==> src/cau_pkg.sv <==
`timescale 1ns / 1ps
// ----------------------------------------------------------------------------
// cau_pkg
// Shared operation codes and control types of the complex arithmetic unit.
// ----------------------------------------------------------------------------
package cau_pkg;

    localparam int FUNC_W = 2;

    localparam logic [FUNC_W-1:0] FUNC_ADD = 2'd0;
    localparam logic [FUNC_W-1:0] FUNC_SUB = 2'd1;
    localparam logic [FUNC_W-1:0] FUNC_MUL = 2'd2;
    localparam logic [FUNC_W-1:0] FUNC_DIV = 2'd3;

    typedef struct packed {
        logic [FUNC_W-1:0] func;
        logic              dz;
        logic              neg_re;
        logic              neg_im;
    } cau_ctrl_t;

    localparam int CTRL_W = $bits(cau_ctrl_t);

endpackage

==> src/cau_front.sv <==
`timescale 1ns / 1ps
// ----------------------------------------------------------------------------
// cau_front
// Accepts requests, forms the products and sums, and classifies each request
// into sign, magnitude and divisor for the back end.
// ----------------------------------------------------------------------------
module cau_front #(
    parameter int FRAC_BITS = 8,
    parameter int WORD_BITS = 16
) (
    input  logic                          clk,
    input  logic                          rst_n,
    input  logic                          in_valid,
    output logic                          in_ready,
    input  logic [cau_pkg::FUNC_W-1:0]    func,
    input  logic signed [WORD_BITS-1:0]   a_re,
    input  logic signed [WORD_BITS-1:0]   a_im,
    input  logic signed [WORD_BITS-1:0]   b_re,
    input  logic signed [WORD_BITS-1:0]   b_im,
    output logic                          f_valid,
    input  logic                          f_ready,
    output cau_pkg::cau_ctrl_t            f_ctrl,
    output logic [2*WORD_BITS-1:0]        f_mag_re,
    output logic [2*WORD_BITS-1:0]        f_mag_im,
    output logic [2*WORD_BITS-1:0]        f_den
);

    localparam int W  = WORD_BITS;
    localparam int PW = 2 * WORD_BITS;

    logic                      v_reg;
    logic [cau_pkg::FUNC_W-1:0] func_reg;
    logic                      dz_reg;
    logic signed [PW-1:0]      ac_reg, bd_reg, ad_reg, bc_reg, cc_reg, dd_reg;
    logic signed [W:0]         sr_reg, si_reg;

    logic signed [PW:0]        s_re, s_im;
    logic [PW:0]               m_re, m_im;

    assign in_ready = !v_reg || f_ready;
    assign f_valid  = v_reg;

    always_ff @(posedge clk or negedge rst_n)
    begin
        if (!rst_n)
        begin
            v_reg <= 1'b0;
        end
        else if (in_ready)
        begin
            v_reg <= in_valid;
        end
    end

    always_ff @(posedge clk)
    begin
        if (in_ready && in_valid)
        begin
            func_reg <= func;
            dz_reg   <= (func == cau_pkg::FUNC_DIV) && (b_re == '0) && (b_im == '0);
            ac_reg   <= a_re * b_re;
            bd_reg   <= a_im * b_im;
            ad_reg   <= a_re * b_im;
            bc_reg   <= a_im * b_re;
            cc_reg   <= b_re * b_re;
            dd_reg   <= b_im * b_im;
            if (func == cau_pkg::FUNC_SUB)
            begin
                sr_reg <= {a_re[W-1], a_re} - {b_re[W-1], b_re};
                si_reg <= {a_im[W-1], a_im} - {b_im[W-1], b_im};
            end
            else
            begin
                sr_reg <= {a_re[W-1], a_re} + {b_re[W-1], b_re};
                si_reg <= {a_im[W-1], a_im} + {b_im[W-1], b_im};
            end
        end
    end

    always_comb
    begin
        unique case (func_reg)
            cau_pkg::FUNC_MUL:
            begin
                s_re = {ac_reg[PW-1], ac_reg} - {bd_reg[PW-1], bd_reg};
                s_im = {ad_reg[PW-1], ad_reg} + {bc_reg[PW-1], bc_reg};
            end
            cau_pkg::FUNC_DIV:
            begin
                s_re = {ac_reg[PW-1], ac_reg} + {bd_reg[PW-1], bd_reg};
                s_im = {bc_reg[PW-1], bc_reg} - {ad_reg[PW-1], ad_reg};
            end
            default:
            begin
                s_re = {{(PW-W){sr_reg[W]}}, sr_reg};
                s_im = {{(PW-W){si_reg[W]}}, si_reg};
            end
        endcase
        m_re = s_re[PW] ? (PW+1)'(-s_re) : s_re;
        m_im = s_im[PW] ? (PW+1)'(-s_im) : s_im;
        if (func_reg == cau_pkg::FUNC_MUL)
        begin
            m_re = m_re >> FRAC_BITS;
            m_im = m_im >> FRAC_BITS;
        end
    end

    assign f_ctrl.func   = func_reg;
    assign f_ctrl.dz     = dz_reg;
    assign f_ctrl.neg_re = s_re[PW];
    assign f_ctrl.neg_im = s_im[PW];
    assign f_mag_re      = m_re[PW-1:0];
    assign f_mag_im      = m_im[PW-1:0];
    assign f_den         = PW'(cc_reg) + PW'(dd_reg);

endmodule

==> config.mk <==
export PLATFORM = sky130hd
export DESIGN_NAME = cau_front
export DESIGN_NICKNAME = d
export VERILOG_FILES = /design/src/cau_pkg.sv /design/src/cau_front.sv
export SDC_FILE = /design/constraint.sdc
export NUM_CORES = 2
export LEC_CHECK = 0
export BUFFER_PORTS_ARGS = -buffer_cell sky130_fd_sc_hd__clkbuf_2
export CAP_MARGIN = 5
export CORE_ASPECT_RATIO = 0.75
export CORE_MARGIN = 10
export CORE_UTILIZATION = 45
export DETAILED_ROUTE_END_ITERATION = 8
export HOLD_SLACK_MARGIN = 0.02
export PLACE_DENSITY_LB_ADDON = 0.08
export SLEW_MARGIN = 20
export SYNTH_ARGS = -nofsm -noshare
export SYNTH_HDL_FRONTEND = slang
export SYNTH_SLANG_ARGS = --single-unit
==> constraint.sdc <==
create_clock -name clk -period 8.9 [get_ports clk]
set_input_delay 0 -clock clk [delete_from_list [all_inputs] [get_ports clk]]
set_output_delay 0 -clock clk [all_outputs]
set_load 0.01 [all_outputs]
# Yosys cells after proc, flatten, opt, wreduce, memory -nomap -nowiden
# Cells that the tools add are included.
[classes]
add_sub_neg = 11
muxes = 8
reduce_logical = 7
mul = 6
n_eq_ne = 4
[op_table]
columns = ["operator", "n"]
rows = [
  ["$mul A16 B16 Y32", 6],
  ["$pmux W33 S2", 2],
  ["$add A32 B32 Y33", 2],
  ["$mux W33", 2],
  ["$neg A33 Y33", 2],
  ["$sub A32 B32 Y33", 2],
  ["$mux W32", 2],
  ["$add A16 B16 Y17", 2],
  ["$mux W17", 2],
  ["$sub A16 B16 Y17", 2],
  ["$add A32 B32 Y32", 1],
  ["$logic_not A16 Y1", 2],
  ["$eq A2 B2 Y1 const B", 3],
  ["$logic_and A1 B1 Y1", 3],
  ["$eq A2 B1 Y1 const B", 1],
  ["$logic_not A1 Y1", 1],
  ["$logic_or A1 B1 Y1", 1],
]
[totals]
out_inout_bits = 103
wordCells = 47
reg_bits = 230
input_bits = 70

# Logic depth before layout (Yosys ltp)
[logic_depth]
ltp_word = 5
mapped_depth = 28
ltp_nobuf = 27

# Least setup slack after synthesis
# No wires, ideal clock.
[synth_path]
path_kind = "input to register"
start = "in b_im[15]"
end = "reg dd_reg[31] (data pin)"
cell_stages = 24
required_time_ns = 8.641
setup_ns = 0.259
setup_slack_ns = 2.431
t_arrival_ns = 6.210
path_buffers = 3
cell_sequence = "inv_1 > clkbuf_1 > buf_1 > nor2_1 > fa_1 > fa_1 > fa_1 > fa_1 > fa_1 > inv_1 > fa_1 > inv_1 > ha_1 > clkbuf_1 > o21ai_0 > nand2b_1 > a21o_1 > a21o_1 > a21o_1 > a21oi_1 > a21boi_0 > o21ai_0 > a21oi_1 > xnor2_1"
[synth_between]
elab_chain_len = 1
[synth_lines]
columns = ["element", "line_no", "rtl"]
rows = [
  ["start: declaration", "cau_front.sv:19", "input logic signed [WORD_BITS-1:0] b_im,"],
  ["$mul A16 B16 Y32", "cau_front.sv:66", "dd_reg <= b_im * b_im;"],
  ["end signal: assignment", "cau_front.sv:66", ""],
  ["end: declaration", "cau_front.sv:34", "logic signed [PW-1:0] ac_reg, bd_reg, ad_reg, bc_reg, cc_reg, dd_reg;"],
]
# Every way passes these cells.
# A chain may end at the register's enable or synchronous reset.

# Worst setup path in the final report
[layout_path]
start = "reg ad_reg[5]"
end = "out f_mag_im[22]"
[layout_between]
elab_chain_len = 5
elab_cells_between_ends = 6
cone_classes = "add/sub (3); mux (3)"
[layout_lines]
columns = ["element", "line_no", "rtl"]
rows = [
  ["start: declaration", "cau_front.sv:34", ""],
  ["start signal: assignment", "cau_front.sv:63", "ad_reg <= a_re * b_im;"],
  ["$sub A32 B32 Y33 or $add A32 B32 Y33 (tied branches)", "cau_front.sv:91, cau_front.sv:86", ""],
  ["$pmux W33 S2 *", "cau_front.sv:82", "unique case (func_reg)"],
  ["$neg A33 Y33", "cau_front.sv:100", "m_im = s_im[PW] ? (PW+1)'(-s_im) : s_im;"],
  ["$mux W33 *", "cau_front.sv:100", ""],
  ["$mux W32 *", "cau_front.sv:101", "if (func_reg == cau_pkg::FUNC_MUL)"],
  ["end: declaration", "cau_front.sv:24", "output logic [2*WORD_BITS-1:0] f_mag_im,"],
]
# Every way passes the cells marked *; elsewhere a longest branch is shown, timed or not.

==> flow_summary.json <==
{
  "post-route-util_pct": 47.9,
  "avgSynthCellArea_um2": 9.11,
  "yosysWarnings": 0,
  "setup_tns_ns": 0,
  "synth_edf_count": 227,
  "cts.path.max_buffers": 3,
  "port_buffers": 172,
  "wl_per_cell_um": 21.8,
  "critPathMaxFanout": 8,
  "most-common-layout-cells": "1839 x inv_1, 1518 x fa_1, 816 x nand2_1",
  "nets": 10400,
  "synthCells": 8207,
  "core_um2": 165000,
  "area_growth_syn_to_layout_pct": 5.62,
  "rr_startpoint": "f_valid",
  "cts_tree": "yes",
  "seq_area_frac_synth_pct": 9.15,
  "dp_hpwl_um": 185000,
  "dieArea_um2": 183000,
  "status": "finished, final reports clean",
  "holdCritPathClass": "in2reg",
  "cp_slowest_cell": "nor4_1",
  "start_util_pct": 45.3,
  "cts.root.buffer_cell": "clkbuf_16",
  "async_reset_ff_share_pct": 0.439,
  "grt_pass1_wl_um": 355000,
  "max_stage_delay_ns": 0.57,
  "die_h_um": 373,
  "slew_headroom_pct": 23.8,
  "post-route-min-period_ns": 7.15,
  "routed_wl_um": 227000,
  "ctsResizeCount": 0,
  "cts_setup_buffers": 0,
  "hold_path.startpoint": "f_ready",
  "ys_ff_latch": 228,
  "grt_overflow": 0,
  "numCtsBuffers": 31,
  "first_pass_iters": 5,
  "die_w_um": 491,
  "drive_above_1_share_pct": 4.97,
  "drv_slew": 0,
  "syn-cell-area_um2": 74700,
  "ctsHtreeMaxLevel": 1,
  "finalSetupViolCount": 0,
  "finClkSkew_ns": 0.0197,
  "via_per_inst": 5.23,
  "post-route-drc-count": 0,
  "finalCritPeriodShare_pct": 80.4,
  "grt_usage_pct": 24.9,
  "whs_ns": 0.0665,
  "cap_violations": 0,
  "worstPathArrival_ns": 7.15,
  "worst_slew_pin_slew_ns": 1.14,
  "grt_max_degree": 145,
  "critPathLaunch": "ad_reg[5]",
  "cp.required_ns": 8.90,
  "max_freq_mhz": 140,
  "drtIter0Drc": 4111,
  "synth_flop_cell": "edfxtp_1",
  "row_count": 129,
  "vias": 54600,
  "cp-start-kind": "flop",
  "synthesis.nets": 10400,
  "cts_sinks": 228,
  "ant_nets": 0,
  "synth.distinct_cells": 97,
  "synth_area_leader_cell": "fa_1",
  "synthTopCellsByArea": "fa_1 41%, ha_1 11%, inv_1 9.2%, edfxtp_1 9.1%, and2_1 4.4%",
  "place.gp.congestion": 0.916,
  "rsz0062_at_grt": "false",
  "layout.cells.most_common": "inv_1",
  "clk_pin_slew_ns": 0.07,
  "crit_type": "reg2out",
  "grt_pass1_vias": 57000,
  "endpoint_kind": "output port",
  "crit_chain": "or4_1, nor3_1, nand3_1, o21ai_0, xor2_1, ha_1, a21o_1, a21o_1, a21oi_1, o221a_2, a21boi_0, a211oi_1, a211oi_1, a41oi_1, nor4_1, a21oi_1, xnor2_1, a221oi_1, clkbuf_2",
  "hold_viol": 0,
  "antenna_found_initial": 23,
  "ios": 173,
  "synth_top_area_share_pct": 40.7,
  "cts_hold_buf": 7,
  "clkLatencyLatePin_ns": 0.65
}
==> per-layer routing <==
metal,vias to the layer above,GRT usage (%),wire length [um]
met5,-,0,65
met4,10,4.31,4600
met1,27600,38.9,111000
met3,189,4.22,16900
li1,25100,-,-
met2,1656,36.4,94000
==> logic make-up (layout without fill, tap and decap cells) <==
group	count (synthesis)	in the layout	synth area share, %
AO/OA/AOI/OAI	933	933	8.19
XOR/XNOR	467	467	5.47
adder cells (fa/ha/maj)	2172	2172	51.6
buffers and inverters	2194	2184	11.1
flip-flops	228	228	9.15
multiplexers	41	41	0.556
other	0	3	0
AND/OR/NAND/NOR	2172	2172	14.0
==> per-stage QoR <==
| stage | instances | cell area, um2 | setup WS (ns) |
|---|---|---|---|
| after floorplan | 8207 | 74700 | 2.43 |
| after global placement | 10400 | 77800 | 1.69 |
| after detailed placement | 10400 | 77800 | 1.71 |
| after CTS | 10400 | 78900 | 1.61 |
| after global routing | 10400 | 78900 | 1.17 |
| final | 10400 | 78900 | 1.75 |
==> cell usage after synthesis, drive strengths merged, types with 79 or more instances <==
cell	instances
inv	1843
fa	1518
nand2	818
ha	654
and2	525
nor2	414
xnor2	340
a21oi	291
clkbuf	291
edfxtp	227
o21ai	162
xor2	127
a21o	116
nor3	79
==> cell type report <==
class	count	area [um2]
inverters	1856	6970
repair buffers	272	1670
well taps	2227	2790
fillers	16000	86000
diodes	3	7.51
clock buffers	36	795
multi-input cells	5785	59700
clock inverters	20	223
flip-flops and latches	228	6840
==> worst max-delay path, delay by kind of cell (launching register included) <==
kind / cells / cell delay, ns
AOI/OAI and AO/OA: 11 / 3.03
xor gates and xnor gates: 2 / 0.46
adders and majority gates: 1 / 0.37
buffers and inverters: 1 / 0.20
DFF: 1 / 0.48
and+or+nand+nor: 4 / 1.94
==> final timing paths <==
| check | endpoint | slack, ns | cells past startpoint |
|---|---|---|---|
| max reg2reg | cc_reg[27] | 5.92 | 4 |
| min reg2reg | dd_reg[0] | 0.93 | 2 |
| max in group asynchronous | f_valid | 8.61 | 3 |
| min | dd_reg[0] | 0.07 | 3 |
| max | f_mag_im[22] | 1.75 | 19 |
| min in group asynchronous | f_valid | 0.19 | 3 |
Power is left out: the tool's default activity adds up to more than one toggle a clock period on the data nets, which glitch-free logic cannot reach.
