<file path="src/cau_queue.sv">
`timescale 1ns / 1ps
// ----------------------------------------------------------------------------
// cau_queue
// Two-entry queue between front and back end.
// ----------------------------------------------------------------------------
module cau_queue #(
    parameter int DATA_W = 8
) (
    input  logic              clk,
    input  logic              rst_n,
    input  logic              push_valid,
    output logic              push_ready,
    input  logic [DATA_W-1:0] push_data,
    output logic              pop_valid,
    input  logic              pop_ready,
    output logic [DATA_W-1:0] pop_data
);

    logic [DATA_W-1:0] mem_reg [2];
    logic              wp_reg, rp_reg;
    logic [1:0]        cnt_reg;
    logic              push, pop;

    assign push_ready = (cnt_reg != 2'd2);
    assign pop_valid  = (cnt_reg != 2'd0);
    assign pop_data   = mem_reg[rp_reg];
    assign push       = push_valid && push_ready;
    assign pop        = pop_valid && pop_ready;

    always_ff @(posedge clk or negedge rst_n)
    begin
        if (!rst_n)
        begin
            wp_reg  <= 1'b0;
            rp_reg  <= 1'b0;
            cnt_reg <= 2'd0;
        end
        else
        begin
            if (push)
            begin
                wp_reg <= !wp_reg;
            end
            if (pop)
            begin
                rp_reg <= !rp_reg;
            end
            cnt_reg <= cnt_reg + {1'b0, push} - {1'b0, pop};
        end
    end

    always_ff @(posedge clk)
    begin
        if (push)
        begin
            mem_reg[wp_reg] <= push_data;
        end
    end

    a_cnt_range: assert property (@(posedge clk) disable iff (!rst_n) cnt_reg != 2'd3)
        else $error("queue count out of range");
    a_ptr_gap: assert property (@(posedge clk) disable iff (!rst_n)
        (cnt_reg == 2'd0 || cnt_reg == 2'd2) |-> wp_reg == rp_reg)
        else $error("queue pointers disagree with count");
    a_cnt_step: assert property (@(posedge clk) disable iff (!rst_n)
        push && !pop |=> cnt_reg == $past(cnt_reg) + 2'd1)
        else $error("queue count did not advance on push");

endmodule

</file>
<file path="config.mk">
export PLATFORM = sky130hd
export DESIGN_NAME = cau_queue
export DESIGN_NICKNAME = d
export VERILOG_FILES = /design/src/cau_queue.sv
export SDC_FILE = /design/constraint.sdc
export NUM_CORES = 1
export LEC_CHECK = 0
export CORE_ASPECT_RATIO = 1.25
export CORE_MARGIN = 2
export CORE_UTILIZATION = 40
export CTS_CLUSTER_DIAMETER = 200
export CTS_CLUSTER_SIZE = 24
export DETAILED_ROUTE_END_ITERATION = 7
export DONT_BUFFER_PORTS = 1
export PLACE_DENSITY = 0.53
export SYNTH_ARGS = -nofsm -noshare
export SYNTH_HDL_FRONTEND = slang
export SYNTH_SLANG_ARGS = --single-unit
</file>
<file path="constraint.sdc">
create_clock -name clk -period 3.2 [get_ports clk]
set_input_delay 0.48 -clock clk [delete_from_list [all_inputs] [get_ports clk]]
set_output_delay 0.48 -clock clk [all_outputs]
set_load 0.02 [all_outputs]
</file>
# Word level (Yosys, flattened, before mapping)
# Memories as Yosys holds them, arrays and structs flattened.
# Index checks and enable logic that the tools add are counted.
# word_totals
n_memories	1
ramBits	16
wordCells	14
ff_bits	4
inputBits	12
output_inout_bits	10
# mem_list
memory	words	width	rd	rd_clocked_by_memory_dff	wr	line	rtl
mem_reg	2	8	1	0	1	19	logic [DATA_W-1:0] mem_reg [2];
# op_classes
addsub	2
n_eq_ne	1
n_mux	2
reduce_logical	5
# ops
op	count
2-bit by 1-bit adder with 2-bit output	1
1-bit logical AND	2
1-bit zero test	2
1-bit 2-to-1 mux	2
2-bit inequality test, second input constant	1
2-bit nonzero test	1
2-bit by 1-bit subtractor with 2-bit output	1

# Longest topological paths before layout
# Gate-level depths: netlist (run 1).
# logic_depth
word_depth	4
depth_mapped	5
mapped_depth_nobuf	5

# Worst setup path after synthesis (run 1)
# OpenSTA, ideal clock, no wires.
# synth_timing
path_kind	reg-to-reg
from	reg cnt_reg[0]
to	mem mem_reg[0][0] (enable)
path_stages_with_launch	4
arrival_ns	1.169
slack_ns	1.661
synth_period_minus_slack_ns	1.539
n_path_buf	0
t_required_ns	2.830
setup_ns	0.370
cell_sequence	dfrtp_1 > nand2b_1 > nand2_1 > nor2_1
# synth_between
elab_chain_cells	4
# synth_lines
item	line	rtl
from (decl)	21	logic [1:0] cnt_reg;
from (signal assigned)	48	cnt_reg <= cnt_reg + {1'b0, push} - {1'b0, pop};
2-bit inequality test	24	assign push_ready = (cnt_reg != 2'd2);
via push_ready	12	output logic push_ready,
1-bit logical AND	27	assign push = push_valid && push_ready;
1-bit 2-to-1 mux	54	if (push)
1-bit 2-to-1 mux (implied by the code)	56	mem_reg[wp_reg] <= push_data;
to (decl)	19	
# The timed path passes the listed nets, and every way through them passes these cells.

# Final worst setup path (run 1)
# layout_timing
from	reg cnt_reg[0]
to	mem mem_reg[0][4] (enable)
# Same word-level chain as after synthesis.

==> metrics.md, run 1 <==
| Metric | Value |
|---|---|
| Outcome | `complete, no violations` |
| WS Path Type | `flop to flop` |
| Number of global-route vias before repair | `roughly 440` |
| Maximum VDD drop | `0.436 mV` |
| Mux share of post-synthesis cell area | `11.1%` |
| First-pass GRT wire length | `1870 microns` |
| CP Cell Sequence | `nand2b_1 > nand2_1 > nor2_1` |
| Mapped Area | `810 sq um` |
| Largest net degree at the start of global routing | `12` |
| HP Class | `input port to flop` |
| Final hold violation count | `0` |
| Net Count, Synth | `60` |
| Commonest cells after routing, fill and taps aside | `16 x edfxtp_1, 8 x mux2_2, 4 x dfrtp_1` |
| Clock sink count | `20` |
| Number of flip-flops in the largest register | `16` |
| Setup TNS | `0 ns` |
| Compound-cell area share of the yosys netlist | `3.71%` |
| Non-Filler Instances | `71` |
| Delay of the slowest cell on the worst path | `0.56 ns` |
| Routed WL per cell | `17.2 microns` |
| Final worst slack | `1.38 ns` |
| Antenna viol nets, final | `0` |
| Rel. slew slack | `52.6%` |
| Final period utilization | `56.7%` |
| CTS tree | `yes` |
| Syn Inst Count | `47` |
| Area of the core | `1940 sq um` |
| PwrDens | `927 nW/um^2` |
| IO Pins | `22` |
| Synth unique cells | `17` |
| Adder-cell area share of the yosys netlist | `1.55%` |
| Total die area | `2400 sq um` |
| Fraction of layout cells with a size suffix above 1 | `between 20% and 30%` |
| Starting Density | `41.8%` |
| Simple-gate portion of the synthesized area | `8.04%` |
| Family with the most delay on the worst path | `simple AND/OR/NAND/NOR gates` |
| Placed insts | `66` |
| Post-DP HPWL | `approximately 940 microns` |
| Rows | `18` |
| Placement Cell Area | `830 sq um` |
| TritonCTS buffer count | `3` |
| Final Skew | `0.00123 ns` |
| Initial DRC Count | `8` |
| Final Instance Area | `around 870 sq um` |
| Main combinational cell family by area after synthesis | `multiplexers` |
| Most common cell after layout, fill and taps aside | `edfxtp_1` |
| Worst-Skew Late Latency | `a little under 0.3 ns` |
| Crit end category | `flop` |
| Post-Synth XOR/XNOR Area | `3.25%` |
| Synth Warn # | `0` |
| N_diodes | `0` |
| Number of synthesized register bits | `20` |
| Critical Path AT | `1.75 ns` |
| Final core occ | `between 40% and 50%` |
| Worst Path Max Fanout | `8` |
| Max Slew Vio Count | `0` |
| Final setup vio count | `0` |
| Post-Place Worst Slack | `around 1.4 ns` |
| Slew of the pin with the lowest slew margin | `0.708 ns` |
| Die Wd | `44.2 microns` |
| Root buffer cell | `clkbuf_4` |
| Layout Nets | `65` |
| Clock Path Buffers | `2` |
| Initial DRT Pass Iterations | `4` |
| Static Leak | `0.303 nW` |
| Setup Fix Bufs, Post-CTS | `0` |
| Vias/cell | `5.58` |
| GRT overflow | `0` |
| Final Routed Wirelength | `1220 microns` |
| Syn avg cell area | `roughly 17 sq um` |
| Die Span Y | `54.3 microns` |
| CP required | `3.13 ns` |
| H-tree levels | `1` |
| DRC viols | `0` |
| Layout area overhead | `6.96%` |
| Clock-pin slew on the worst setup and hold paths | `0.10 ns` |
| GRT Util Overall | `a little under an eighth` |
| Port Buffers | `0` |
| Crit path buffers/inverters | `0` |
| Gpl congestion | `between 0.6 and 0.7` |
| Sequential-to-total area share from yosys stat | `between 70% and 80%` |
| RSZ-0062 raised after global routing | `false` |
| Final Critical Period | `1.82 ns` |
| Fmax | `roughly 550 MHz` |
| Via count | `396` |
| Worst Setup Start Kind | `flop` |
| Max-cap viol count | `0` |
| Antenna violations before repair | `0` |
| Slowest-stage cell, CP | `nor2_1` |
[metrics by stage]
step                      power (mW)  hold slack (ns)
after global placement         0.678            0.185
after detailed placement       0.700            0.185
final                          0.803            0.280
after floorplan                0.654            0.184
after CTS                      0.816            0.266
after global routing           0.848            0.258
[report_power, final]
part | total (mW) | switching (mW) | internal, mW
Sequential | 0.423 | 0.0596 | 0.363
Clock | 0.113 | 0.0680 | 0.0453
Combinational | 0.267 | 0.157 | 0.109
Total | 0.803 | 0.285 | 0.518
[worst paths after layout]
check,startpoint,endpoint,slack (ns),cells past startpoint
min in group asynchronous,rst_n,cnt_reg[1],0.45,1
hold reg to reg,wp_reg,wp_reg,0.52,1
setup / recovery,cnt_reg[0],mem_reg[0][4],1.38,3
max in group asynchronous,rst_n,cnt_reg[0],2.58,1
hold / removal,push_data[1],mem_reg[0][1],0.28,0
setup reg to reg,cnt_reg[0],mem_reg[0][4],1.38,3
[worst reg2reg max path: stages (launching register included)]
cell,delay (ns)
dfrtp_1,0.46
nand2b_1,0.31
nand2_1,0.13
nor2_1,0.56
[layer usage]
| layer | vias up | GRT usage, % | wire (microns) |
|---|---|---|---|
| li1 | 186 | - | - |
| met1 | 190 | 10.6 | 435 |
| met2 | 18 | 21.3 | 680 |
| met3 | 2 | 3.63 | 103 |
| met4 | 0 | 7.58 | 5 |
| met5 | - | 0 | 0 |
[cell usage after synthesis]
master | n | area [sq um]
nor4bb_2 | 1 | 16.3
a311oi_2 | 1 | 15.0
dfrtp_1 | 4 | 100
nand2_1 | 2 | 7.51
or2_1 | 1 | 6.26
xnor2_1 | 3 | 26.3
mux2_2 | 8 | 90.1
buf_2 | 1 | 5.00
edfxtp_1 | 16 | 480
nand2b_1 | 1 | 6.26
and3_1 | 1 | 6.26
o21ai_0 | 1 | 5.00
nand3_1 | 1 | 5.00
o21ba_1 | 1 | 10.0
nor2_1 | 3 | 11.3
ha_1 | 1 | 12.5
nor2b_1 | 1 | 6.26
[cell type report]
type                       instances  area, sq um
clock buffer                       3         22.5
tap                               20         25.0
timing repair buffer               1         10.0
clock inverter                     1         3.75
fill                             169         1070
sequential                        20          581
multi-input combinational         26          224
[kinds of logic (layout without fill, tap and decap cells)]
kind of cell             after synthesis  count (layout)
XOR/XNOR                               3               3
multiplexers                           8               8
AO/OA/AOI/OAI                          3               3
adder cells (fa/ha/maj)                1               1
flip-flops                            20              20
AND/OR/NAND/NOR                       11              11
buffers and inverters                  1               5
[timing repair]
action / in CTS / in global routing
endpoints found under the hold margin: 4 / 0
gates resized for setup: 0 / 0
hold buffers: 1 / 0
Note: power is estimated with default switching activity, not from simulation.
==> run 2, diff against run 1 <==
clock period = 1.7 ns   (was 3.2 ns; I/O delays follow)
==> metrics.md, run 2 (synthesized netlist as in run 1, its figures left out) <==
| Metric | Value |
|---|---|
| Worst Setup Start Kind | `flop` |
| Post-Place Worst Slack | `0.305 ns` |
| Clock-pin slew on the worst setup and hold paths | `0.10 ns` |
| Initial DRC Count | `6` |
| Maximum VDD drop | `0.863 mV` |
| H-tree levels | `1` |
| Layout area overhead | `9.74%` |
| Final Routed Wirelength | `1300 microns` |
| Root buffer cell | `clkbuf_4` |
| Port Buffers | `0` |
| CP required | `1.44 ns` |
| Routed WL per cell | `17.5 microns` |
| Rel. slew slack | `73.7%` |
| Rows | `18` |
| Layout Nets | `68` |
| Most common cell after layout, fill and taps aside | `edfxtp_1` |
| CP Cell Sequence | `mux2_2` |
| Largest net degree at the start of global routing | `12` |
| Final setup vio count | `0` |
| Area of the core | `1940 sq um` |
| Post-DP HPWL | `~960 microns` |
| Final worst slack | `0.109 ns` |
| Commonest cells after routing, fill and taps aside | `16 x edfxtp_1, 8 x mux2_2, 4 x dfrtp_1` |
| Final Critical Period | `around 1.6 ns` |
| Final period utilization | `93.6%` |
| GRT overflow | `0` |
| PwrDens | `roughly 1800 nW/um^2` |
| HP Class | `input port to flop` |
| Worst Path Max Fanout | `9` |
| Filler cells | `172` |
| Die Wd | `44.2 microns` |
| Placed insts | `69` |
| IO Pins | `22` |
| Register area | `581 sq um` |
| Non-Filler Instances | `74` |
| CTS tree | `yes` |
| Placement Cell Area | `between 800 and 900 sq um` |
| Vias/cell | `5.38` |
| Die Span Y | `roughly 54 microns` |
| Starting Density | `41.8%` |
| Final hold violation count | `0` |
| Max Slew Vio Count | `0` |
| Worst hold margin | `about 0.042 ns` |
| Number of global-route vias before repair | `434` |
| GRT Util Overall | `approximately 12%` |
| Setup Fix Bufs, Post-CTS | `0` |
| Final Instance Area | `slightly below 900 sq um` |
| Slew of the pin with the lowest slew margin | `0.394 ns` |
| Setup TNS | `0 ns` |
| Delay of the slowest cell on the worst path | `approximately 0.59 ns` |
| Critical Path AT | `1.34 ns` |
| Number of flip-flops in the largest register | `16` |
| Crit end category | `primary output` |
| Initial DRT Pass Iterations | `3` |
| Crit path buffers/inverters | `0` |
| Antenna violations before repair | `0` |
| Family with the most delay on the worst path | `flip-flops` |
| Fmax | `628 MHz` |
| Static Leak | `between 0.3 and 0.4 nW` |
| N_diodes | `0` |
| Worst-Skew Late Latency | `0.30 ns` |
| Multi-input combinational cell area | `224 sq um` |
| Via count | `398` |
| DRC viols | `0` |
| Clock Path Buffers | `2` |
| First-pass GRT wire length | `around 1900 microns` |
| Antenna viol nets, final | `0` |
| WS Path Type | `flop to primary output` |
| Fraction of layout cells with a size suffix above 1 | `29.6%` |
| Slowest-stage cell, CP | `dfrtp_1` |
| TritonCTS buffer count | `3` |
| RSZ-0062 raised after global routing | `false` |
| Clock sink count | `20` |
| Total die area | `about 2400 sq um` |
| Final Skew | `0.00541 ns` |
| Gpl congestion | `0.618` |
| Max-cap viol count | `0` |
| Outcome | `complete, no violations` |
[run 2: changes by cell type in the layout (fill, tap and decap cells not counted)]
cell      change
clkinv_1      -1
buf_4         +3
clkbuf_1      +1
[run 2: area by class of cell]
cell class / instances / share of cell area [%]
multi-input cells: 26 / 25.2
flip-flops and latches: 20 / 65.4
well taps: 20 / 2.82
clock buffers: 4 / 2.96
repair buffers: 4 / 3.66
[run 2: repair_timing]
action | 4_1_cts | 5_1_grt
hold endpoints to repair | 4 | 0
gates resized for setup | 0 | 0
hold buffers | 1 | 0
[run 2: final timing paths]
path	endpoint	slack (ns)	cells past startpoint	start
hold reg to reg	wp_reg	0.51	1	wp_reg
setup reg to reg	mem_reg[1][2]	0.32	2	cnt_reg[0]
hold / removal	mem_reg[0][1]	0.04	0	push_data[1]
min in group asynchronous	wp_reg	0.22	1	rst_n
max in group asynchronous	cnt_reg[0]	1.31	1	rst_n
setup / recovery	pop_data[4]	0.11	1	rp_reg
[run 2: stage by stage]
| step | util, % | power [mW] |
|---|---|---|
| after floorplan | - | 1.23 |
| after global placement | 44.0 | 1.31 |
| after detailed placement | 44.0 | 1.35 |
| after CTS | 45.9 | 1.59 |
| after global routing | 45.9 | 1.65 |
| final | 45.9 | 1.56 |
[run 2: where the power goes]
group | switching, mW | internal, mW
sequential | 0.111 | 0.683
combinational | 0.305 | 0.237
clock | 0.132 | 0.0915
total | 0.549 | 1.01
[run 2: routing by layer]
layer  track usage [%]  vias up  share of wire (%)
li1                  -      189                  -
met1              9.96      190                 34
met2              22.1       16                 56
met3              3.96        3                8.0
met4              7.58        0                2.4
met5                 0        -                  0
