==> src/cau_pkg.sv <==
`timescale 1ns / 1ps
// ----------------------------------------------------------------------------
// cau_pkg
// Shared operation codes and control types of the complex arithmetic unit.
// ----------------------------------------------------------------------------
package cau_pkg;

    localparam int FUNC_W = 2;

    localparam logic [FUNC_W-1:0] FUNC_ADD = 2'd0;
    localparam logic [FUNC_W-1:0] FUNC_SUB = 2'd1;
    localparam logic [FUNC_W-1:0] FUNC_MUL = 2'd2;
    localparam logic [FUNC_W-1:0] FUNC_DIV = 2'd3;

    typedef struct packed {
        logic [FUNC_W-1:0] func;
        logic              dz;
        logic              neg_re;
        logic              neg_im;
    } cau_ctrl_t;

    localparam int CTRL_W = $bits(cau_ctrl_t);

endpackage

==> src/cau_back.sv <==
`timescale 1ns / 1ps
// ----------------------------------------------------------------------------
// cau_back
// Pipelined restoring divider, one quotient bit per stage for both parts,
// followed by saturation into the output register.
// ----------------------------------------------------------------------------
module cau_back #(
    parameter int FRAC_BITS = 8,
    parameter int WORD_BITS = 16
) (
    input  logic                          clk,
    input  logic                          rst_n,
    input  logic                          b_valid,
    output logic                          b_ready,
    input  cau_pkg::cau_ctrl_t            b_ctrl,
    input  logic [2*WORD_BITS-1:0]        b_mag_re,
    input  logic [2*WORD_BITS-1:0]        b_mag_im,
    input  logic [2*WORD_BITS-1:0]        b_den,
    output logic                          out_valid,
    input  logic                          out_ready,
    output logic signed [WORD_BITS-1:0]   res_re,
    output logic signed [WORD_BITS-1:0]   res_im,
    output logic                          overflow,
    output logic                          div_zero
);

    localparam int W  = WORD_BITS;
    localparam int PW = 2 * WORD_BITS;
    localparam int RW = PW + FRAC_BITS;
    localparam int QW = WORD_BITS + 1;
    localparam int NS = WORD_BITS + 2;

    logic                 en;
    logic [NS-1:0]        v_reg;
    cau_pkg::cau_ctrl_t   ctl_reg [NS];
    logic [RW-1:0]        rr_reg  [NS];
    logic [RW-1:0]        ri_reg  [NS];
    logic [QW-1:0]        qr_reg  [NS];
    logic [QW-1:0]        qi_reg  [NS];
    logic [NS-1:0]        bigr_reg, bigi_reg;
    logic [PW-1:0]        den_reg [NS];

    logic                 ov_reg;
    logic signed [W-1:0]  re_reg, im_reg;
    logic                 dz_reg;

    logic                 is_div0;
    logic [RW-1:0]        n_re, n_im;
    logic [RW-1:0]        fin_re, fin_im;
    logic [W-1:0]         fold_re, fold_im;
    logic                 ov_re, ov_im;

    function automatic logic [W:0] fold(input logic neg, input logic big,
                                        input logic [RW-1:0] mag);
        logic [RW-1:0] lim;
        logic [RW-1:0] negm;
        logic [W:0]    r;
        lim  = RW'(1) << (W - 1);
        negm = RW'(-mag);
        if (neg)
        begin
            if (big || mag > lim)
            begin
                r = {1'b1, 1'b1, {(W-1){1'b0}}};
            end
            else
            begin
                r = {1'b0, negm[W-1:0]};
            end
        end
        else
        begin
            if (big || mag > lim - RW'(1))
            begin
                r = {1'b1, 1'b0, {(W-1){1'b1}}};
            end
            else
            begin
                r = {1'b0, mag[W-1:0]};
            end
        end
        return r;
    endfunction

    assign en      = !out_valid || out_ready;
    assign b_ready = en;

    assign is_div0 = (b_ctrl.func == cau_pkg::FUNC_DIV);
    assign n_re    = is_div0 ? (RW'(b_mag_re) << FRAC_BITS) : RW'(b_mag_re);
    assign n_im    = is_div0 ? (RW'(b_mag_im) << FRAC_BITS) : RW'(b_mag_im);

    always_ff @(posedge clk or negedge rst_n)
    begin
        if (!rst_n)
        begin
            v_reg     <= '0;
            out_valid <= 1'b0;
        end
        else if (en)
        begin
            v_reg     <= {v_reg[NS-2:0], b_valid};
            out_valid <= v_reg[NS-1];
        end
    end

    always_ff @(posedge clk)
    begin
        if (en)
        begin
            ctl_reg[0]  <= b_ctrl;
            rr_reg[0]   <= n_re;
            ri_reg[0]   <= n_im;
            qr_reg[0]   <= '0;
            qi_reg[0]   <= '0;
            den_reg[0]  <= b_den;
            bigr_reg[0] <= is_div0 && ((n_re >> (W + 1)) >= RW'(b_den));
            bigi_reg[0] <= is_div0 && ((n_im >> (W + 1)) >= RW'(b_den));
        end
    end

    for (genvar i = 1; i < NS; i++)
    begin : g_stage
        localparam int K = W + 1 - i;
        logic          div_on;
        logic          ge_r, ge_i;
        logic [RW-1:0] dsh;

        assign div_on = (ctl_reg[i-1].func == cau_pkg::FUNC_DIV);
        assign dsh    = RW'(den_reg[i-1]) << K;
        assign ge_r   = div_on && ((rr_reg[i-1] >> K) >= RW'(den_reg[i-1]));
        assign ge_i   = div_on && ((ri_reg[i-1] >> K) >= RW'(den_reg[i-1]));

        always_ff @(posedge clk)
        begin
            if (en)
            begin
                ctl_reg[i]  <= ctl_reg[i-1];
                den_reg[i]  <= den_reg[i-1];
                bigr_reg[i] <= bigr_reg[i-1];
                bigi_reg[i] <= bigi_reg[i-1];
                rr_reg[i]   <= ge_r ? rr_reg[i-1] - dsh : rr_reg[i-1];
                ri_reg[i]   <= ge_i ? ri_reg[i-1] - dsh : ri_reg[i-1];
                qr_reg[i]   <= {qr_reg[i-1][QW-2:0], ge_r};
                qi_reg[i]   <= {qi_reg[i-1][QW-2:0], ge_i};
            end
        end
    end

    always_comb
    begin
        if (ctl_reg[NS-1].func == cau_pkg::FUNC_DIV)
        begin
            fin_re = RW'(qr_reg[NS-1]);
            fin_im = RW'(qi_reg[NS-1]);
        end
        else
        begin
            fin_re = rr_reg[NS-1];
            fin_im = ri_reg[NS-1];
        end
        {ov_re, fold_re} = fold(ctl_reg[NS-1].neg_re, bigr_reg[NS-1], fin_re);
        {ov_im, fold_im} = fold(ctl_reg[NS-1].neg_im, bigi_reg[NS-1], fin_im);
    end

    always_ff @(posedge clk)
    begin
        if (en)
        begin
            if (ctl_reg[NS-1].dz)
            begin
                re_reg <= '0;
                im_reg <= '0;
                ov_reg <= 1'b0;
                dz_reg <= 1'b1;
            end
            else
            begin
                re_reg <= fold_re;
                im_reg <= fold_im;
                ov_reg <= ov_re || ov_im;
                dz_reg <= 1'b0;
            end
        end
    end

    assign res_re   = re_reg;
    assign res_im   = im_reg;
    assign overflow = ov_reg;
    assign div_zero = dz_reg;

    a_dz_zero: assert property (@(posedge clk) disable iff (!rst_n)
        out_valid && div_zero |-> res_re == '0 && res_im == '0 && !overflow)
        else $error("divide by zero result not cleared");
    a_hold: assert property (@(posedge clk) disable iff (!rst_n)
        out_valid && !out_ready |=> $stable(v_reg))
        else $error("pipeline moved while output stalled");
    a_big_div: assert property (@(posedge clk) disable iff (!rst_n)
        v_reg[0] && ctl_reg[0].func != cau_pkg::FUNC_DIV |-> !bigr_reg[0] && !bigi_reg[0])
        else $error("quotient overflow flagged outside divide");

endmodule

==> config.mk <==
export PLATFORM = sky130hd
export DESIGN_NAME = cau_back
export DESIGN_NICKNAME = d
export VERILOG_FILES = /design/src/cau_pkg.sv /design/src/cau_back.sv
export SDC_FILE = /design/constraint.sdc
export NUM_CORES = 2
export LEC_CHECK = 0
export ABC_CLOCK_PERIOD_IN_PS = 87500
export BUFFER_PORTS_ARGS = -buffer_cell sky130_fd_sc_hd__buf_2
export CAP_MARGIN = 0
export CORE_MARGIN = 3
export CORE_UTILIZATION = 50
export DETAILED_ROUTE_END_ITERATION = 6
export PLACE_DENSITY = 0.69
export SYNTH_ARGS = -nofsm -noshare
export SYNTH_HDL_FRONTEND = slang
export SYNTH_SLANG_ARGS = --single-unit
export TNS_END_PERCENT = 5
==> constraint.sdc <==
create_clock -name clk -period 87.5 [get_ports clk]
set_clock_uncertainty 0.05 [all_clocks]
set_input_delay 0 -clock clk [delete_from_list [all_inputs] [get_ports clk]]
set_output_delay 0 -clock clk [all_outputs]
set_load 0.01 [all_outputs]
-- After elaboration in Yosys (flattened, before gate mapping)
Memory sizes are Yosys's and may differ from the RTL's.
Cells that the tools add are included.
- multiplexer cells: 47
- magnitude comparators: 40
- eq/ne operators: 19
- reductions and logical operators: 43
- $add $sub $neg: 36
- operator list (operator ; number):
    $mux W40 ; 38
    $sub A40 B40 Y40 ; 18
    $mux W17 ; 6
    $ge A40 B32 Y1 ; 2
    $gt A40 B15 Y1 const B ; 2
    $gt A40 B16 Y1 const B ; 2
    $sub A40 B32 Y40 ; 2
    $sub A40 B33 Y40 ; 2
    $sub A40 B34 Y40 ; 2
    $sub A40 B35 Y40 ; 2
    $sub A40 B36 Y40 ; 2
    $sub A40 B37 Y40 ; 2
    $sub A40 B38 Y40 ; 2
    $sub A40 B39 Y40 ; 2
    $ge A39 B32 Y1 ; 2
    $ge A38 B32 Y1 ; 2
    $ge A37 B32 Y1 ; 2
    $ge A36 B32 Y1 ; 2
    $ge A35 B32 Y1 ; 2
    $ge A34 B32 Y1 ; 2
    $ge A33 B32 Y1 ; 2
    $ge A23 B32 Y1 ; 2
    $ge A24 B32 Y1 ; 2
    $ge A25 B32 Y1 ; 2
    13 further kinds ; 81
- memories kept: 6
- register bits after elaboration: 89
- logic and storage cells: 233
- output and inout port bits: 36
- input bits: 105
- bits in writable memories: 2718
- memories (memory ; words ; bits a word ; read ports ; clocked after memory_dff ; write ports ; RTL line ; text):
    ri_reg ; 18 ; 40 ; 18 ; 0 ; 18 ; cau_back.sv:37 ; logic [RW-1:0] ri_reg [NS];
    rr_reg ; 18 ; 40 ; 18 ; 0 ; 18 ; cau_back.sv:36 ; logic [RW-1:0] rr_reg [NS];
    den_reg ; 18 ; 32 ; 17 ; 0 ; 18 ; cau_back.sv:41 ; logic [PW-1:0] den_reg [NS];
    qi_reg ; 18 ; 17 ; 18 ; 0 ; 18 ; cau_back.sv:39 ; logic [QW-1:0] qi_reg [NS];
    qr_reg ; 18 ; 17 ; 18 ; 0 ; 18 ; cau_back.sv:38 ; logic [QW-1:0] qr_reg [NS];
    ctl_reg ; 18 ; 5 ; 18 ; 0 ; 18 ; cau_back.sv:35 ; cau_pkg::cau_ctrl_t ctl_reg [NS];

-- Longest topological paths before layout
An unclocked memory read counts as a cell.
- depth after elaboration: 8
- depth in mapped cells: 19
- depth with buffers taken out: 15

-- Least setup slack after synthesis
Ideal clock, no wire load.
- path kind: reg-to-reg
- start: reg out_valid
- end: reg v_reg[10]
- stages on the path, launching flop included: 4
- data required time: 87.190 ns
- clock period less this slack: 75.387 ns
- slack: 12.113 ns
- buffers on the path: 1
- library setup time: 0.260 ns
- data arrival time: 75.077 ns
- path through: dfrtp_1 -> nand2b_1 -> clkbuf_1 -> mux2_2
- cells in the longest elaborated chain, start to end: 2
- RTL lines (what ; RTL line ; text):
    start: declaration ; cau_back.sv:19 ; output logic out_valid,
    start signal: assignment ; cau_back.sv:102 ; out_valid <= v_reg[NS-1];
    $logic_not A1 Y1 ; cau_back.sv:85 ; assign en = !out_valid || out_ready;
    $logic_or A1 B1 Y1 ; cau_back.sv:85 ;
    named net b_ready ; cau_back.sv:14 ; output logic b_ready,
    end signal: assignment ; cau_back.sv:101 ; v_reg <= {v_reg[NS-2:0], b_valid};
    end: declaration ; cau_back.sv:34 ; logic [NS-1:0] v_reg;
The timed path passes the listed nets, and every way through them passes these cells.
A chain may end at the register's enable or synchronous reset.

-- Worst setup path after layout
- start: reg out_valid
- end: out b_ready
- cells in the longest elaborated chain, start to end: 2
- RTL lines (what ; RTL line):
    $logic_not A1 Y1 ; cau_back.sv:85
    $logic_or A1 B1 Y1 ; cau_back.sv:85
    end: declaration ; cau_back.sv:14
No other way between the ends.

==> results_dict.tcl <==
set metrics [dict create \
    status "finished clean" \
    hold_viol 0 \
    cts_root_buf "clkbuf_16" \
    wl_mm 397 \
    worstMarginPinSlew_ns 1.42 \
    layout.nets 14321 \
    ys_seq_area_share_pct 52.3 \
    route.detailed.drc 0 \
    num_rows 194 \
    ant_nets 0 \
    syn_avg_cell_area_um2 11.1 \
    synth_ff_type "edfxtp_1" \
    antenna_found_initial 12 \
    initial_core_util_pct 50.5 \
    die_y_um 538 \
    slew_headroom_pct 4.17 \
    post-route-min-period_ns 7.29 \
    grt_pass1_vias 97304 \
    wire_per_inst_um 23.3 \
    port_buffers 140 \
    io_pins 141 \
    crit_fanout 159 \
    ys_types 113 \
    start_kind "register" \
    syn_nets 13938 \
    gp_congestion 0.973 \
    arrival_ns 7.24 \
    netlist_instances 12735 \
    die-area_mm2 0.289 \
    fill_cells 23417 \
    ctsResizeCount 0 \
    cts_tree "done" \
    dp.final_hpwl_mm 307 \
    core_mm2 0.280 \
    clk_latency_ns 0.90 \
    layout-area-overhead-vs-synth_pct 11.5 \
    vias_per_cell 5.93 \
    grt_pass1_wl_mm 594 \
    cts_sinks 2469 \
    cp_slowest_cell "buf_4" \
    cts_setup_buffers 0 \
    worstSetupEndpointType "primary output" \
    drt_iter0_markers 9371 \
    cts_buffers 277 \
    mostFrequentLayoutCell "edfxtp_1" \
    min_path_type "input port to register" \
    crit_top_cell "buf_4" \
    synth_area_mm2 0.141 \
    fin_cells 17063 \
    cp_slowest_stage_delay_ns 0.95 \
    synth_area_leaders "edfxtp_1, ha_1, o21ai_0" \
    num_vias 101268 \
    critical_path_required_ns 87.45 \
    fin_crit_sh_pct 8.34 \
    most-common-layout-cells "edfxtp_1, nand2_1, o21ai_0, ha_1, a21oi_1" \
    die_x_um 538 \
    synth_edf_count 2450 \
    grt_start_max_net_pins 184 \
    slew_viol_final 0 \
    ctsHoldBuffers 223 \
    synth_seq_cells 2469 \
    fmax_mhz 137 \
    dr.pass1.iters 6 \
    path_cells "nand2b_4 -> buf_12 -> buf_4 -> buf_4 -> buf_4 -> buf_4 -> buf_4 -> buf_2" \
    overflow 0 \
    yosys_warnings 0 \
    finalSetupViolations 0 \
    rsz0062_at_grt "false" \
    drv_cap 0 \
    cts_buffer_depth 4 \
    path_class "register to primary output" \
    cts_htree_levels 5 \
    layout-drive-gt1-share_pct 7.36 \
    async_flop_share_pct 0.770 \
    place_inst 16340 \
    grt.total_usage_pct 26.7 \
    fin_tns_setup_ns 0 \
    clk_pin_slew_ns 0.06 \
    post-synth-top-area-cell "edfxtp_1" \
    synth.top_cell.area_share_pct 52.0 \
]
cell usage after synthesis (95+ instances only):
library cell / n
o21ai_0: 1241
nand3_1: 205
nor2_1: 518
ha_1: 1064
nand4_1: 160
nand2_1: 1294
inv_1: 796
edfxtp_1: 2450
nor3_1: 169
clkbuf_1: 248
o21a_1: 117
o21bai_1: 100
xor2_1: 453
and3_1: 126
a31oi_1: 95
a21oi_1: 904
nand2b_1: 191
mux2_2: 201
xnor2_1: 476
nor2b_1: 174
a21o_1: 558
logic make-up after synthesis:
family                     count (synthesis)  synth area share [%]
buffers and inverters                   1123                  3.04
DFF                                     2469                  52.3
muxes                                    290                  2.32
and+or+nand+nor                         3171                  10.7
AOI/OAI and AO/OA                       3654                  16.0
adders and majority gates               1098                  9.89
xor gates and xnor gates                 930                  5.76
final cells by class:
type / instances / area [µm²] / share of cell area [%]
Antenna cell: 2 / 5.00 / 0.00317
Clock buffer: 322 / 7270 / 4.61
Tap cell: 3724 / 4660 / 2.95
Clock inverter: 176 / 2040 / 1.29
Inverter: 799 / 3000 / 1.90
Multi-Input combinational cell: 9143 / 63300 / 40.1
Sequential cell: 2469 / 74000 / 46.9
Timing Repair Buffer: 428 / 3470 / 2.20
metal layers:
metal,up-vias,routed length (µm),GRT usage (%)
met5,-,65,0
met4,10,13100,8.05
met3,662,20300,3.16
met2,3114,193000,45.4
met1,49330,171000,36.0
li1,48152,-,-
path summary, 6_finish.rpt:
check                                             start                      end  slack (ns)  cells after the start
worst max-delay path              out_valid$_DFFE_PN0P_                  b_ready       80.21                      8
worst min-delay path                        b_mag_im[1]   ri_reg[0][9]$_DFFE_PP_        0.05                      3
worst max register to register    out_valid$_DFFE_PN0P_  rr_reg[0][28]$_DFFE_PP_       81.00                      7
worst min register to register  qi_reg[15][1]$_DFFE_PP_  qi_reg[16][2]$_DFFE_PP_        0.34                      0
max in group asynchronous                         rst_n     v_reg[3]$_DFFE_PN0P_       86.63                      3
min in group asynchronous                         rst_n    v_reg[13]$_DFFE_PN0P_        0.26                      3
through the flow:
step	cell area [µm²]	hold WS, ns	utilization [%]	worst slack [ns]
2_1_floorplan	141000	-0.346	-	12.11
3_3_place_gp	146000	-0.110	52.2	81.16
3_5_place_dp	146000	-0.0929	52.2	80.87
4_1_cts	158000	0.00915	56.3	80.02
5_1_grt	158000	0.0258	56.3	79.69
6_report	158000	0.0537	56.3	80.21
worst max-delay path, delay by kind of cell, from the launching register on:
kind	cells	cell delay, ns
buf+inv	7	5.21
simple gates	1	0.45
flops	1	0.40
Power is left out: the tool's default activity adds up to more than one toggle a clock period on the data nets, which glitch-free logic cannot reach.
